<file path="config.mk">
export PLATFORM = sky130hd
export DESIGN_NAME = phd_fifo
export DESIGN_NICKNAME = d
export VERILOG_FILES = /design/src/rtl/phd_pkg.sv /design/src/rtl/phd_fifo.sv
export SDC_FILE = /design/constraint.sdc
export NUM_CORES = 1
export LEC_CHECK = 0
export BUFFER_PORTS_ARGS = -buffer_cell sky130_fd_sc_hd__buf_2
export CORE_UTILIZATION = 55
export CTS_CLUSTER_DIAMETER = 80
export DETAILED_ROUTE_END_ITERATION = 8
export PLACE_DENSITY = 0.87
export SYNTH_ARGS = -nofsm -noshare
export SYNTH_HDL_FRONTEND = slang
export SYNTH_SLANG_ARGS = --single-unit
</file>
<file path="constraint.sdc">
create_clock -name clk -period 3.1 [get_ports clk]
set_input_delay 0.465 -clock clk [delete_from_list [all_inputs] [get_ports clk]]
set_output_delay 0.465 -clock clk [all_outputs]
set_load 0.01 [all_outputs]
</file>
<file path="src/rtl/phd_pkg.sv">
`timescale 1ns / 1ps
// Shared types, codes and constants of the pH dose calculator.
package phd_pkg;

    // Field widths fixed by the interface
    localparam int PH_W      = 12;
    localparam int LITRES_W  = 12;
    localparam int KIND_W    = 2;
    localparam int DOSE_W    = 32;
    localparam int CFG_IDX_W = 1;
    localparam int CFG_W     = 12;

    // Defaults for the top-level parameters
    localparam int DEF_PH_FRAC_BITS    = 8;
    localparam int DEF_EXP_TABLE_DEPTH = 256;

    // Dose kinds
    localparam logic [KIND_W-1:0] DOSE_NONE = 2'd0;
    localparam logic [KIND_W-1:0] DOSE_ACID = 2'd1;
    localparam logic [KIND_W-1:0] DOSE_BASE = 2'd2;

    // Register indexes
    localparam logic [CFG_IDX_W-1:0] REG_PH_LOW_LIMIT  = 1'd0;
    localparam logic [CFG_IDX_W-1:0] REG_PH_HIGH_LIMIT = 1'd1;

    // Reset values of the band limits (6.0 and 7.5 with 8 fraction bits)
    localparam logic [PH_W-1:0] PH_LOW_RESET  = 12'd1536;
    localparam logic [PH_W-1:0] PH_HIGH_RESET = 12'd1920;

    // Arithmetic constants
    localparam int                 PH_NEUTRAL_X2 = 14;
    localparam logic [33:0]        LOG2_10_Q32   = 34'h35269E12F;
    localparam logic [63:0]        LN2_Q60       = 64'h0B17217F7D1CF79B;
    localparam int                 LSC_W         = 32;
    localparam logic [LSC_W-1:0]   LITRE_SCALE   = 32'd1000000;
    localparam int                 ENTRY_W       = 31;
    localparam int                 TERM_W        = 63;
    localparam int                 QUEUE_DEPTH   = 4;

    // Width of an exponent held with one extra fraction bit
    function automatic int x_width(input int frac_bits);
        return (frac_bits + 5 > 13) ? frac_bits + 5 : 13;
    endfunction

    typedef struct packed {
        logic [PH_W-1:0]     ph_sample;
        logic [LITRES_W-1:0] tank_litres;
    } phd_in_t;

    typedef struct packed {
        logic [KIND_W-1:0] dose_kind;
        logic [DOSE_W-1:0] dose_microlitres;
    } phd_out_t;

endpackage

</file>
<file path="src/rtl/phd_fifo.sv">
`timescale 1ns / 1ps
// Short request queue between front end and dose pipeline.
module phd_fifo #(
    parameter int WIDTH = 64
) (
    input  logic             clk,
    input  logic             rst_n,
    input  logic             wr,
    input  logic [WIDTH-1:0] wr_data,
    input  logic             rd,
    output logic [WIDTH-1:0] rd_data,
    output logic             full,
    output logic             empty
);
    import phd_pkg::*;

    localparam int PW = $clog2(QUEUE_DEPTH);
    localparam int CW = $clog2(QUEUE_DEPTH + 1);

    logic [WIDTH-1:0] mem_reg [QUEUE_DEPTH];
    logic [PW-1:0]    wr_ptr_reg;
    logic [PW-1:0]    rd_ptr_reg;
    logic [CW-1:0]    count_reg;

    function automatic logic [PW-1:0] ptr_inc(input logic [PW-1:0] p);
        return (p == PW'(QUEUE_DEPTH - 1)) ? '0 : p + PW'(1);
    endfunction

    always_ff @(posedge clk)
    begin
        if (wr)
        begin
            mem_reg[wr_ptr_reg] <= wr_data;
        end
    end

    always_ff @(posedge clk or negedge rst_n)
    begin
        if (!rst_n)
        begin
            wr_ptr_reg <= '0;
            rd_ptr_reg <= '0;
            count_reg  <= '0;
        end
        else
        begin
            if (wr)
            begin
                wr_ptr_reg <= ptr_inc(wr_ptr_reg);
            end
            if (rd)
            begin
                rd_ptr_reg <= ptr_inc(rd_ptr_reg);
            end
            if (wr && !rd)
            begin
                count_reg <= count_reg + CW'(1);
            end
            else if (rd && !wr)
            begin
                count_reg <= count_reg - CW'(1);
            end
        end
    end

    assign rd_data = mem_reg[rd_ptr_reg];
    assign full    = (count_reg == CW'(QUEUE_DEPTH));
    assign empty   = (count_reg == '0);

endmodule

</file>
==> results.json <==
{
  "initial_core_util_pct": 56.0,
  "fmax_ghz": 0.362,
  "via_count": 4274,
  "yosysMostFrequentCell": "edfxtp_1",
  "p_per_area_nw_per_um2": 942,
  "yosys-top-cells-area": "edfxtp_1, mux4_2, dfrtp_1",
  "crit_path_end_kind": "primary output",
  "grt_pass1_wl_um": 25400,
  "maxCapViolCount": 0,
  "setup_violations": 0,
  "power_switching_uw": 2920,
  "hp-start": "wr_data[63]",
  "yosys_most_used_dff": "edfxtp_1",
  "gp_congestion": 0.664,
  "total_power_uw": 10800,
  "crit_slowest_cell": "dfrtp_4",
  "cts_buffer_depth": 3,
  "slew_violations": 0,
  "relSlewSlack_pct": 34.1,
  "insertion_delay_ns": 0.51,
  "finalHoldViolations": 0,
  "synth_area_leader_cell": "edfxtp_1",
  "rsz0062_at_grt": "no",
  "cp-startpoint": "rd_ptr_reg[0]$_DFFE_PN0P_",
  "yosysWarnings": 0,
  "pwr-share-seq_pct": 44.8,
  "num-fill-cells": 1096,
  "synth_cells": 371,
  "fin_hold_ws_ns": 0.168,
  "async_reset_ff_share_pct": 2.66,
  "finClkSkew_ns": 0.00640,
  "leakage_uw": 0.00394,
  "yosysUniqueCellTypes": 19,
  "drtIter0Drc": 288,
  "p_int_uw": 7860,
  "required_ns": 2.63,
  "synth_edf_count": 256,
  "clock_power_share_pct": 29.2,
  "grtUsageTotal_pct": 18.9,
  "insertedDiodeCount": 0,
  "final_antenna_net_count": 0,
  "dp_hpwl_um": 9500,
  "cts_tree": "built",
  "clock-root-buffer": "clkbuf_16",
  "synth_nets": 446,
  "slowest_delay_ns": 0.68,
  "crit_family": "flip-flops",
  "use_met3_pct": 3.51,
  "first_pass_iters": 4,
  "core_area_um2": 17200,
  "swShare_pct": 27.1,
  "die_w_um": 134,
  "port_buffers": 133,
  "busiest_layer": "met2",
  "area_growth_pct": 18.6,
  "rows": 48,
  "grt_max_degree": 65,
  "fin_tns_setup_ns": 0,
  "path_cells": "buf_4 -> mux4_2 -> buf_2",
  "outcome": "complete, no violations",
  "cts_buffers": 26,
  "synth-seq-cells": 263,
  "post-route-period-util_pct": 89.0,
  "cts.clk_slew.worst_paths_ns": 0.06,
  "worstMarginPinSlew_ns": 0.988,
  "synth.yosys.seq_area_share_pct": 81.5,
  "ys_top_cells_by_count": "edfxtp_1, mux4_2, dfrtp_1",
  "die_h_um": 134,
  "crit_buf_inv": 2,
  "grtUsageMet1_pct": 25.8,
  "ir_drop_v": 0.000874,
  "die-area_um2": 18100,
  "avgSynthCellArea_um2": 26.0,
  "grt_pass1_vias": 4626,
  "netlist.area_leader.share_pct": 79.7,
  "placedCellCount": 719,
  "wire_per_inst_um": 21.4,
  "stdcell_count": 768,
  "drive_gt1_share_pct": 45.7,
  "grt_overflow": 0,
  "antenna_found_initial": 2,
  "crit_arrival_ns": 2.29,
  "stdcell_area_um2": 11400,
  "htree_levels": 1,
  "comb_power_share_pct": 25.9,
  "largest_reg_flops": 256,
  "min_path_type": "primary input to flop",
  "io-pin-count": 134,
  "path_max_fanout": 22,
  "placed_area_um2": 10600,
  "fin_nets": 598,
  "fin_crit_ns": 2.76,
  "wirelength_um": 16400,
  "viasPerCell": 5.57,
  "cts-resized-gates": 0,
  "worstSetupPathType": "flop to primary output",
  "drcViolationCount": 0,
  "syn_area_um2": 9650,
  "gr-usage-met2_pct": 31.2,
  "post_cts_buffers": 0,
  "regToRegStartpoint": "wr_ptr_reg[0]$_DFFE_PN0P_",
  "startpoint_type": "flop",
  "cts_sinks": 263
}
## metal layers
layer	share of wire, %	vias up	wire length (µm)
li1	-	1895	-
met1	43	2219	7020
met2	51	125	8320
met3	4.4	31	717
met4	2.0	4	332
met5	0.15	-	25
## logic make-up (layout without fill, tap and decap cells)
group	after synthesis	after routing	synth area share, %
flip-flops	263	263	81.5
multiplexers	67	67	15.3
buffers and inverters	18	190	1.25
AND/OR/NAND/NOR	11	11	0.584
adder cells (fa/ha/maj)	7	7	0.986
XOR/XNOR	3	3	0.272
AO/OA/AOI/OAI	2	2	0.104
## worst paths after layout
path	endpoint	slack (ns)	depth (start not counted)
worst max register to register	mem_reg[2][21]$_DFFE_PP_	1.18	3
worst min-delay path	mem_reg[0][63]$_DFFE_PP_	0.17	1
worst max-delay path	rd_data[49]	0.34	3
max in group asynchronous	rd_ptr_reg[0]$_DFFE_PN0P_	2.60	2
min in group asynchronous	rd_ptr_reg[0]$_DFFE_PN0P_	0.32	2
worst min register to register	count_reg[2]$_DFFE_PN0P_	0.51	1
## layout make-up
class                   instances  area [µm²]  share of cell area [%]
clock buffers                  38         747                    6.53
clock inverters                10         128                    1.12
inverters                       4        15.0                   0.131
multi-input cells              90        1670                    14.6
flip-flops and latches        263        7870                    68.8
well taps                     225         282                    2.46
repair buffers                138         731                    6.39
## worst register-to-register path, cell delays in order, from the launching register on
cell     delay (ns)
dfrtp_1        0.43
inv_1          0.13
ha_1           0.17
and2_4         0.79
## power groups by stage
stage / registers (µW) / clock network (µW) / logic (µW)
2_1_floorplan: 4770 / 0 / 2010
5_1_grt: 4890 / 3340 / 3030
4_1_cts: 4850 / 3210 / 2870
6_report: 4830 / 3150 / 2800
3_3_place_gp: 4860 / 0 / 2800
3_5_place_dp: 4920 / 0 / 2850
## per-stage QoR
step	util [%]	setup WS (ns)
2_1_floorplan	-	0.543
3_3_place_gp	61.3	0.831
3_5_place_dp	61.3	0.820
4_1_cts	66.4	0.265
5_1_grt	66.4	0.188
6_report	66.4	0.341
## cells in the final DEF, fill, tap and decap left out, drive strengths merged, types with 3 or more instances in the layout
| cell | synthesis | final |
|---|---|---|
| buf | 13 | 137 |
| mux4 | 64 | 64 |
| mux2 | 3 | 3 |
| clkinv | 0 | 5 |
| edfxtp | 256 | 256 |
| clkbuf | 1 | 38 |
| dfrtp | 7 | 7 |
| bufinv | 0 | 3 |
| and2 | 4 | 4 |
| ha | 6 | 6 |
| nor2 | 3 | 3 |
| inv | 4 | 4 |
## timing repair
action | in CTS | in global routing
endpoints found under the setup margin | 0 | 0
hold buffers | 1 | 0
endpoints found under the hold margin | 7 | 0
No activity file was read; power rests on OpenSTA's default activity.
