--- config.mk ---
export PLATFORM = sky130hd
export DESIGN_NAME = phd_front
export DESIGN_NICKNAME = d
export VERILOG_FILES = /design/src/rtl/phd_pkg.sv /design/src/rtl/phd_front.sv
export SDC_FILE = /design/constraint.sdc
export NUM_CORES = 1
export LEC_CHECK = 0
export ABC_AREA = 1
export BUFFER_PORTS_ARGS = -buffer_cell sky130_fd_sc_hd__buf_2
export CAP_MARGIN = 10
export CORE_AREA = 2 2 129 93
export CTS_CLUSTER_DIAMETER = 50
export DETAILED_ROUTE_END_ITERATION = 10
export DIE_AREA = 0 0 131 95
export GPL_ROUTABILITY_DRIVEN = 0
export PLACE_DENSITY_LB_ADDON = 0.25
export SYNTH_ARGS = -nofsm -noshare
export SYNTH_HDL_FRONTEND = slang
export SYNTH_SLANG_ARGS = --single-unit
--- constraint.sdc ---
create_clock -name clk -period 5.1 [get_ports clk]
set_input_delay 0.765 -clock clk [delete_from_list [all_inputs] [get_ports clk]]
set_output_delay 0.765 -clock clk [all_outputs]
set_load 0.02 [all_outputs]
--- src/rtl/phd_pkg.sv ---
`timescale 1ns / 1ps
// Shared types, codes and constants of the pH dose calculator.
package phd_pkg;

    // Field widths fixed by the interface
    localparam int PH_W      = 12;
    localparam int LITRES_W  = 12;
    localparam int KIND_W    = 2;
    localparam int DOSE_W    = 32;
    localparam int CFG_IDX_W = 1;
    localparam int CFG_W     = 12;

    // Defaults for the top-level parameters
    localparam int DEF_PH_FRAC_BITS    = 8;
    localparam int DEF_EXP_TABLE_DEPTH = 256;

    // Dose kinds
    localparam logic [KIND_W-1:0] DOSE_NONE = 2'd0;
    localparam logic [KIND_W-1:0] DOSE_ACID = 2'd1;
    localparam logic [KIND_W-1:0] DOSE_BASE = 2'd2;

    // Register indexes
    localparam logic [CFG_IDX_W-1:0] REG_PH_LOW_LIMIT  = 1'd0;
    localparam logic [CFG_IDX_W-1:0] REG_PH_HIGH_LIMIT = 1'd1;

    // Reset values of the band limits (6.0 and 7.5 with 8 fraction bits)
    localparam logic [PH_W-1:0] PH_LOW_RESET  = 12'd1536;
    localparam logic [PH_W-1:0] PH_HIGH_RESET = 12'd1920;

    // Arithmetic constants
    localparam int                 PH_NEUTRAL_X2 = 14;
    localparam logic [33:0]        LOG2_10_Q32   = 34'h35269E12F;
    localparam logic [63:0]        LN2_Q60       = 64'h0B17217F7D1CF79B;
    localparam int                 LSC_W         = 32;
    localparam logic [LSC_W-1:0]   LITRE_SCALE   = 32'd1000000;
    localparam int                 ENTRY_W       = 31;
    localparam int                 TERM_W        = 63;
    localparam int                 QUEUE_DEPTH   = 4;

    // Width of an exponent held with one extra fraction bit
    function automatic int x_width(input int frac_bits);
        return (frac_bits + 5 > 13) ? frac_bits + 5 : 13;
    endfunction

    typedef struct packed {
        logic [PH_W-1:0]     ph_sample;
        logic [LITRES_W-1:0] tank_litres;
    } phd_in_t;

    typedef struct packed {
        logic [KIND_W-1:0] dose_kind;
        logic [DOSE_W-1:0] dose_microlitres;
    } phd_out_t;

endpackage

--- src/rtl/phd_front.sv ---
`timescale 1ns / 1ps
// Front end: band limits, classification and exponent set-up per request.
module phd_front #(
    parameter int PH_FRAC_BITS = phd_pkg::DEF_PH_FRAC_BITS,
    parameter int TASK_W       = 2 + 2 * phd_pkg::x_width(phd_pkg::DEF_PH_FRAC_BITS) + 32
) (
    input  logic                          clk,
    input  logic                          rst_n,
    input  logic                          cfg_we,
    input  logic [phd_pkg::CFG_IDX_W-1:0] cfg_index,
    input  logic [phd_pkg::CFG_W-1:0]     cfg_data,
    input  logic                          push,
    input  phd_pkg::phd_in_t              sample,
    input  logic                          q_full,
    output logic                          q_wr,
    output logic [TASK_W-1:0]             q_word
);
    import phd_pkg::*;

    localparam int XW = x_width(PH_FRAC_BITS);
    localparam logic [XW-1:0] FOURTEEN2 = XW'(PH_NEUTRAL_X2) << (PH_FRAC_BITS + 1);

    logic [PH_W-1:0]   ph_low_limit_reg;
    logic [PH_W-1:0]   ph_high_limit_reg;
    logic [KIND_W-1:0] kind;
    logic [XW-1:0]     goal2;
    logic [XW-1:0]     ph2;
    logic [XW-1:0]     xa;
    logic [XW-1:0]     xb;
    logic [LSC_W-1:0]  lsc;

    always_ff @(posedge clk or negedge rst_n)
    begin
        if (!rst_n)
        begin
            ph_low_limit_reg  <= PH_LOW_RESET;
            ph_high_limit_reg <= PH_HIGH_RESET;
        end
        else if (cfg_we)
        begin
            case (cfg_index)
                REG_PH_LOW_LIMIT:  ph_low_limit_reg  <= cfg_data;
                REG_PH_HIGH_LIMIT: ph_high_limit_reg <= cfg_data;
                default:           ;
            endcase
        end
    end

    always_comb
    begin
        goal2 = XW'(ph_low_limit_reg) + XW'(ph_high_limit_reg);
        ph2   = XW'(sample.ph_sample) << 1;
        kind  = DOSE_NONE;
        xa    = '0;
        xb    = '0;
        // on a limit, or inside the band: no dose
        if (ph_low_limit_reg < sample.ph_sample && sample.ph_sample < ph_high_limit_reg)
        begin
            kind = DOSE_NONE;
        end
        else if (sample.ph_sample > ph_high_limit_reg)
        begin
            kind = DOSE_ACID;
            xa   = goal2;
            xb   = ph2;
        end
        else if (sample.ph_sample < ph_low_limit_reg)
        begin
            // base side works on pOH, clamped at zero
            kind = DOSE_BASE;
            xa   = (goal2 < FOURTEEN2) ? FOURTEEN2 - goal2 : '0;
            xb   = (ph2 < FOURTEEN2) ? FOURTEEN2 - ph2 : '0;
        end
        lsc = LSC_W'(sample.tank_litres) * LITRE_SCALE;
    end

    assign q_wr   = push && !q_full;
    assign q_word = {kind, xa, xb, lsc};

endmodule

==> impl_metrics.ini <==
[yosys]
syn_area_per_cell_um2 = 7.039
synth_cells = 829
synth_top_area_share = 0.2594
synth_cell_types = 40
ys_ff_latch = 24
synth_top_area_cell = ha_1
ys_warn_count = 0
yosys-top-cells-area = ha_1, fa_1, inv_1
syn_area_um2 = 5836
seq_area_frac_synth = 0.1042

[critical_path]
criticalPathCategory = in -> out
critPathMaxFanout = 3
cp_cell_sequence = buf_8, inv_4, fa_1, inv_2, ha_4, fa_1, fa_1, inv_1, fa_1, inv_2, ha_4, nand2_4, nor2_4, nand4_1, o21ai_2, nand3_1, nand2_2, nand2_2, nand2_4, xor2_4, buf_6
cp.required_ps = 4340
critPathBufInv = 6
worstPathArrival_ps = 4590
critPathTopFamily = adder cells
slowest_stage = fa_1
max_stage_delay_ps = 560
crit_path_end_kind = output pin
crit_path_frequent_cell = fa_1
startpoint_type = input port

[timing]
setup_violations = 9
maxSlewViolCount = 0
layout_setup_ws_ps = -252.9
hold_ws_ps = 477.7
hold_viol = 0
fmax_ghz = 0.1868
rsz0062_at_grt = true
min_period_over_period = 1.050
period_minus_slack_ps = 5353
slew_headroom = 0.5460
fin_skew_ps = 0
worst_pin_slew_ps = 679.3

[cts]
clock_sinks = 24
cts_buffers = 3
clockBufferDepth = 2
cts_tree = done
clkLatencyLatePin_ps = 260
htree_num_levels = 1
root_buffer = clkbuf_16
clkTransAtPathRegs_ps = 60

[routing]
first_iter_violations = 277
routed-via-count = 5740
avgViaCountPerCell = 5.044
routed_wl_um = 16140
ant_nets = 0
drcViolationCount = 0
first_pass_iters = 5
wl_per_cell_um = 14.18

[grt]
overflow = 0
grt_usage = 0.2692
grt_max_degree = 25
grt_pass1_vias = 5207
antenna_found_initial = 0
grt_pass1_wl_um = 26190

[finish]
final_cell_mix = inv_1, nand2_1, ha_1
final_util = 0.6633
finalNetCount = 1181
fill_cells = 983
area_growth_syn_to_layout_pct = 29.05
stdcell_area_um2 = 7531
final_common_cell = inv_1
drive_above_1_share = 0.2640
n_antenna_cell = 0

[pwr]
ir_drop_mv = 0.6328
finalPower_uw = 4321
power_density_nw_per_um2 = 573.8
power.leakage_uw = 0.004206

[floorplan]
start_util = 0.5139
dieArea_um2 = 12450
dieWidth_um = 131
io_pins = 103
die-height_um = 95
coreArea_um2 = 11350
num_rows = 33

[run_status]
status = finished with violations
violations = negative setup slack

[flow_run]
max-cap-violations = 0

[place]
port_buffers = 95
hpwl_um = 13290
placedInstanceArea_um2 = 6932

[worst_hold_path]
hold_path_class = in -> async
-- final timing paths --
kind	startpoint	to	slack, ps	depth (start not counted)
max	sample[5]	q_word[28]	-250	21
min	rst_n	ph_low_limit_reg[5]$_DFFE_PN0P_	480	1
max reg2reg	ph_high_limit_reg[9]$_DFFE_PN1P_	ph_high_limit_reg[9]$_DFFE_PN1P_	4280	2
min reg2reg	ph_high_limit_reg[10]$_DFFE_PN1P_	ph_high_limit_reg[10]$_DFFE_PN1P_	520	2
max in group asynchronous	rst_n	ph_low_limit_reg[10]$_DFFE_PN1P_	4260	1
min in group clk	ph_high_limit_reg[10]$_DFFE_PN1P_	ph_high_limit_reg[10]$_DFFE_PN1P_	520	2
-- metal layers --
| metal | track usage | up-vias | wire length [um] |
|---|---|---|---|
| met2 | 0.3545 | 199 | 6089 |
| met3 | 0.03173 | 7 | 1196 |
| li1 | - | 2934 | - |
| met5 | 0 | - | 0 |
| met1 | 0.4647 | 2600 | 8769 |
| met4 | 0.02748 | 0 | 85 |
-- cell families after synthesis --
| kind of cell | Yosys count | synth area share |
|---|---|---|
| flip-flops | 24 | 0.1042 |
| AND/OR/NAND/NOR | 299 | 0.2232 |
| AO/OA/AOI/OAI | 115 | 0.1083 |
| XOR/XNOR | 25 | 0.03752 |
| buffers and inverters | 208 | 0.1432 |
| other | 1 | 0.0006426 |
| adder cells (fa/ha/maj) | 157 | 0.3829 |
-- where the power goes --
| part | internal [uW] | switching [uW] |
|---|---|---|
| clock | 120 | 67.3 |
| sequential | 219 | 31.9 |
| combinational | 1730 | 2160 |
| total | 2070 | 2260 |
-- final cells by class --
cell class                      count  area (um^2)  area share
Multi-Input combinational cell    603         4878      0.6478
Timing Repair Buffer              161         1047      0.1391
Inverter                          189        711.9     0.09453
Sequential cell                    24        608.1     0.08074
Tap cell                          157        196.4     0.02608
Clock buffer                        4        88.84     0.01180
-- synth_stat cells --
cell type,number
a211oi_1,2
a21boi_0,1
a21oi_1,40
a21oi_2,2
a31oi_1,3
and3_1,1
buf_2,2
buf_4,10
buf_6,2
clkbuf_1,5
clkinv_1,1
conb_1,1
dfrtp_1,18
dfstp_2,6
fa_1,36
ha_1,121
inv_1,185
inv_2,3
nand2_1,166
nand2_2,7
nand3_1,41
nand3_2,4
nand3b_1,2
nand4_1,14
nor2_1,45
nor2_2,5
nor2_4,1
nor3_1,10
nor3b_1,1
nor4_1,2
o211ai_1,3
o21a_1,1
o21ai_0,45
o21ai_1,7
o21bai_1,2
o21bai_2,1
o22ai_1,3
o31ai_1,5
xnor2_1,6
xor2_1,19
-- per-stage QoR --
stage / setup TNS, ps / setup slack (ps) / instances
floorplan: -3.757 / -3.757 / 835
global placement: -2173 / -263.2 / 1123
detailed placement: -2576 / -319.6 / 1123
CTS: -1314 / -261.9 / 1135
global route: -2708 / -412.0 / 1138
finish: -1414 / -252.9 / 1138
-- repair_timing --
item / in CTS / in global routing
hold buffers: 0 / 0
setup endpoints to repair: 10 / 12
pin swaps: 28 / 20
resized for setup: 62 / 27
buffers inserted: 8 / 4
No activity file was read; power rests on OpenSTA's default activity.
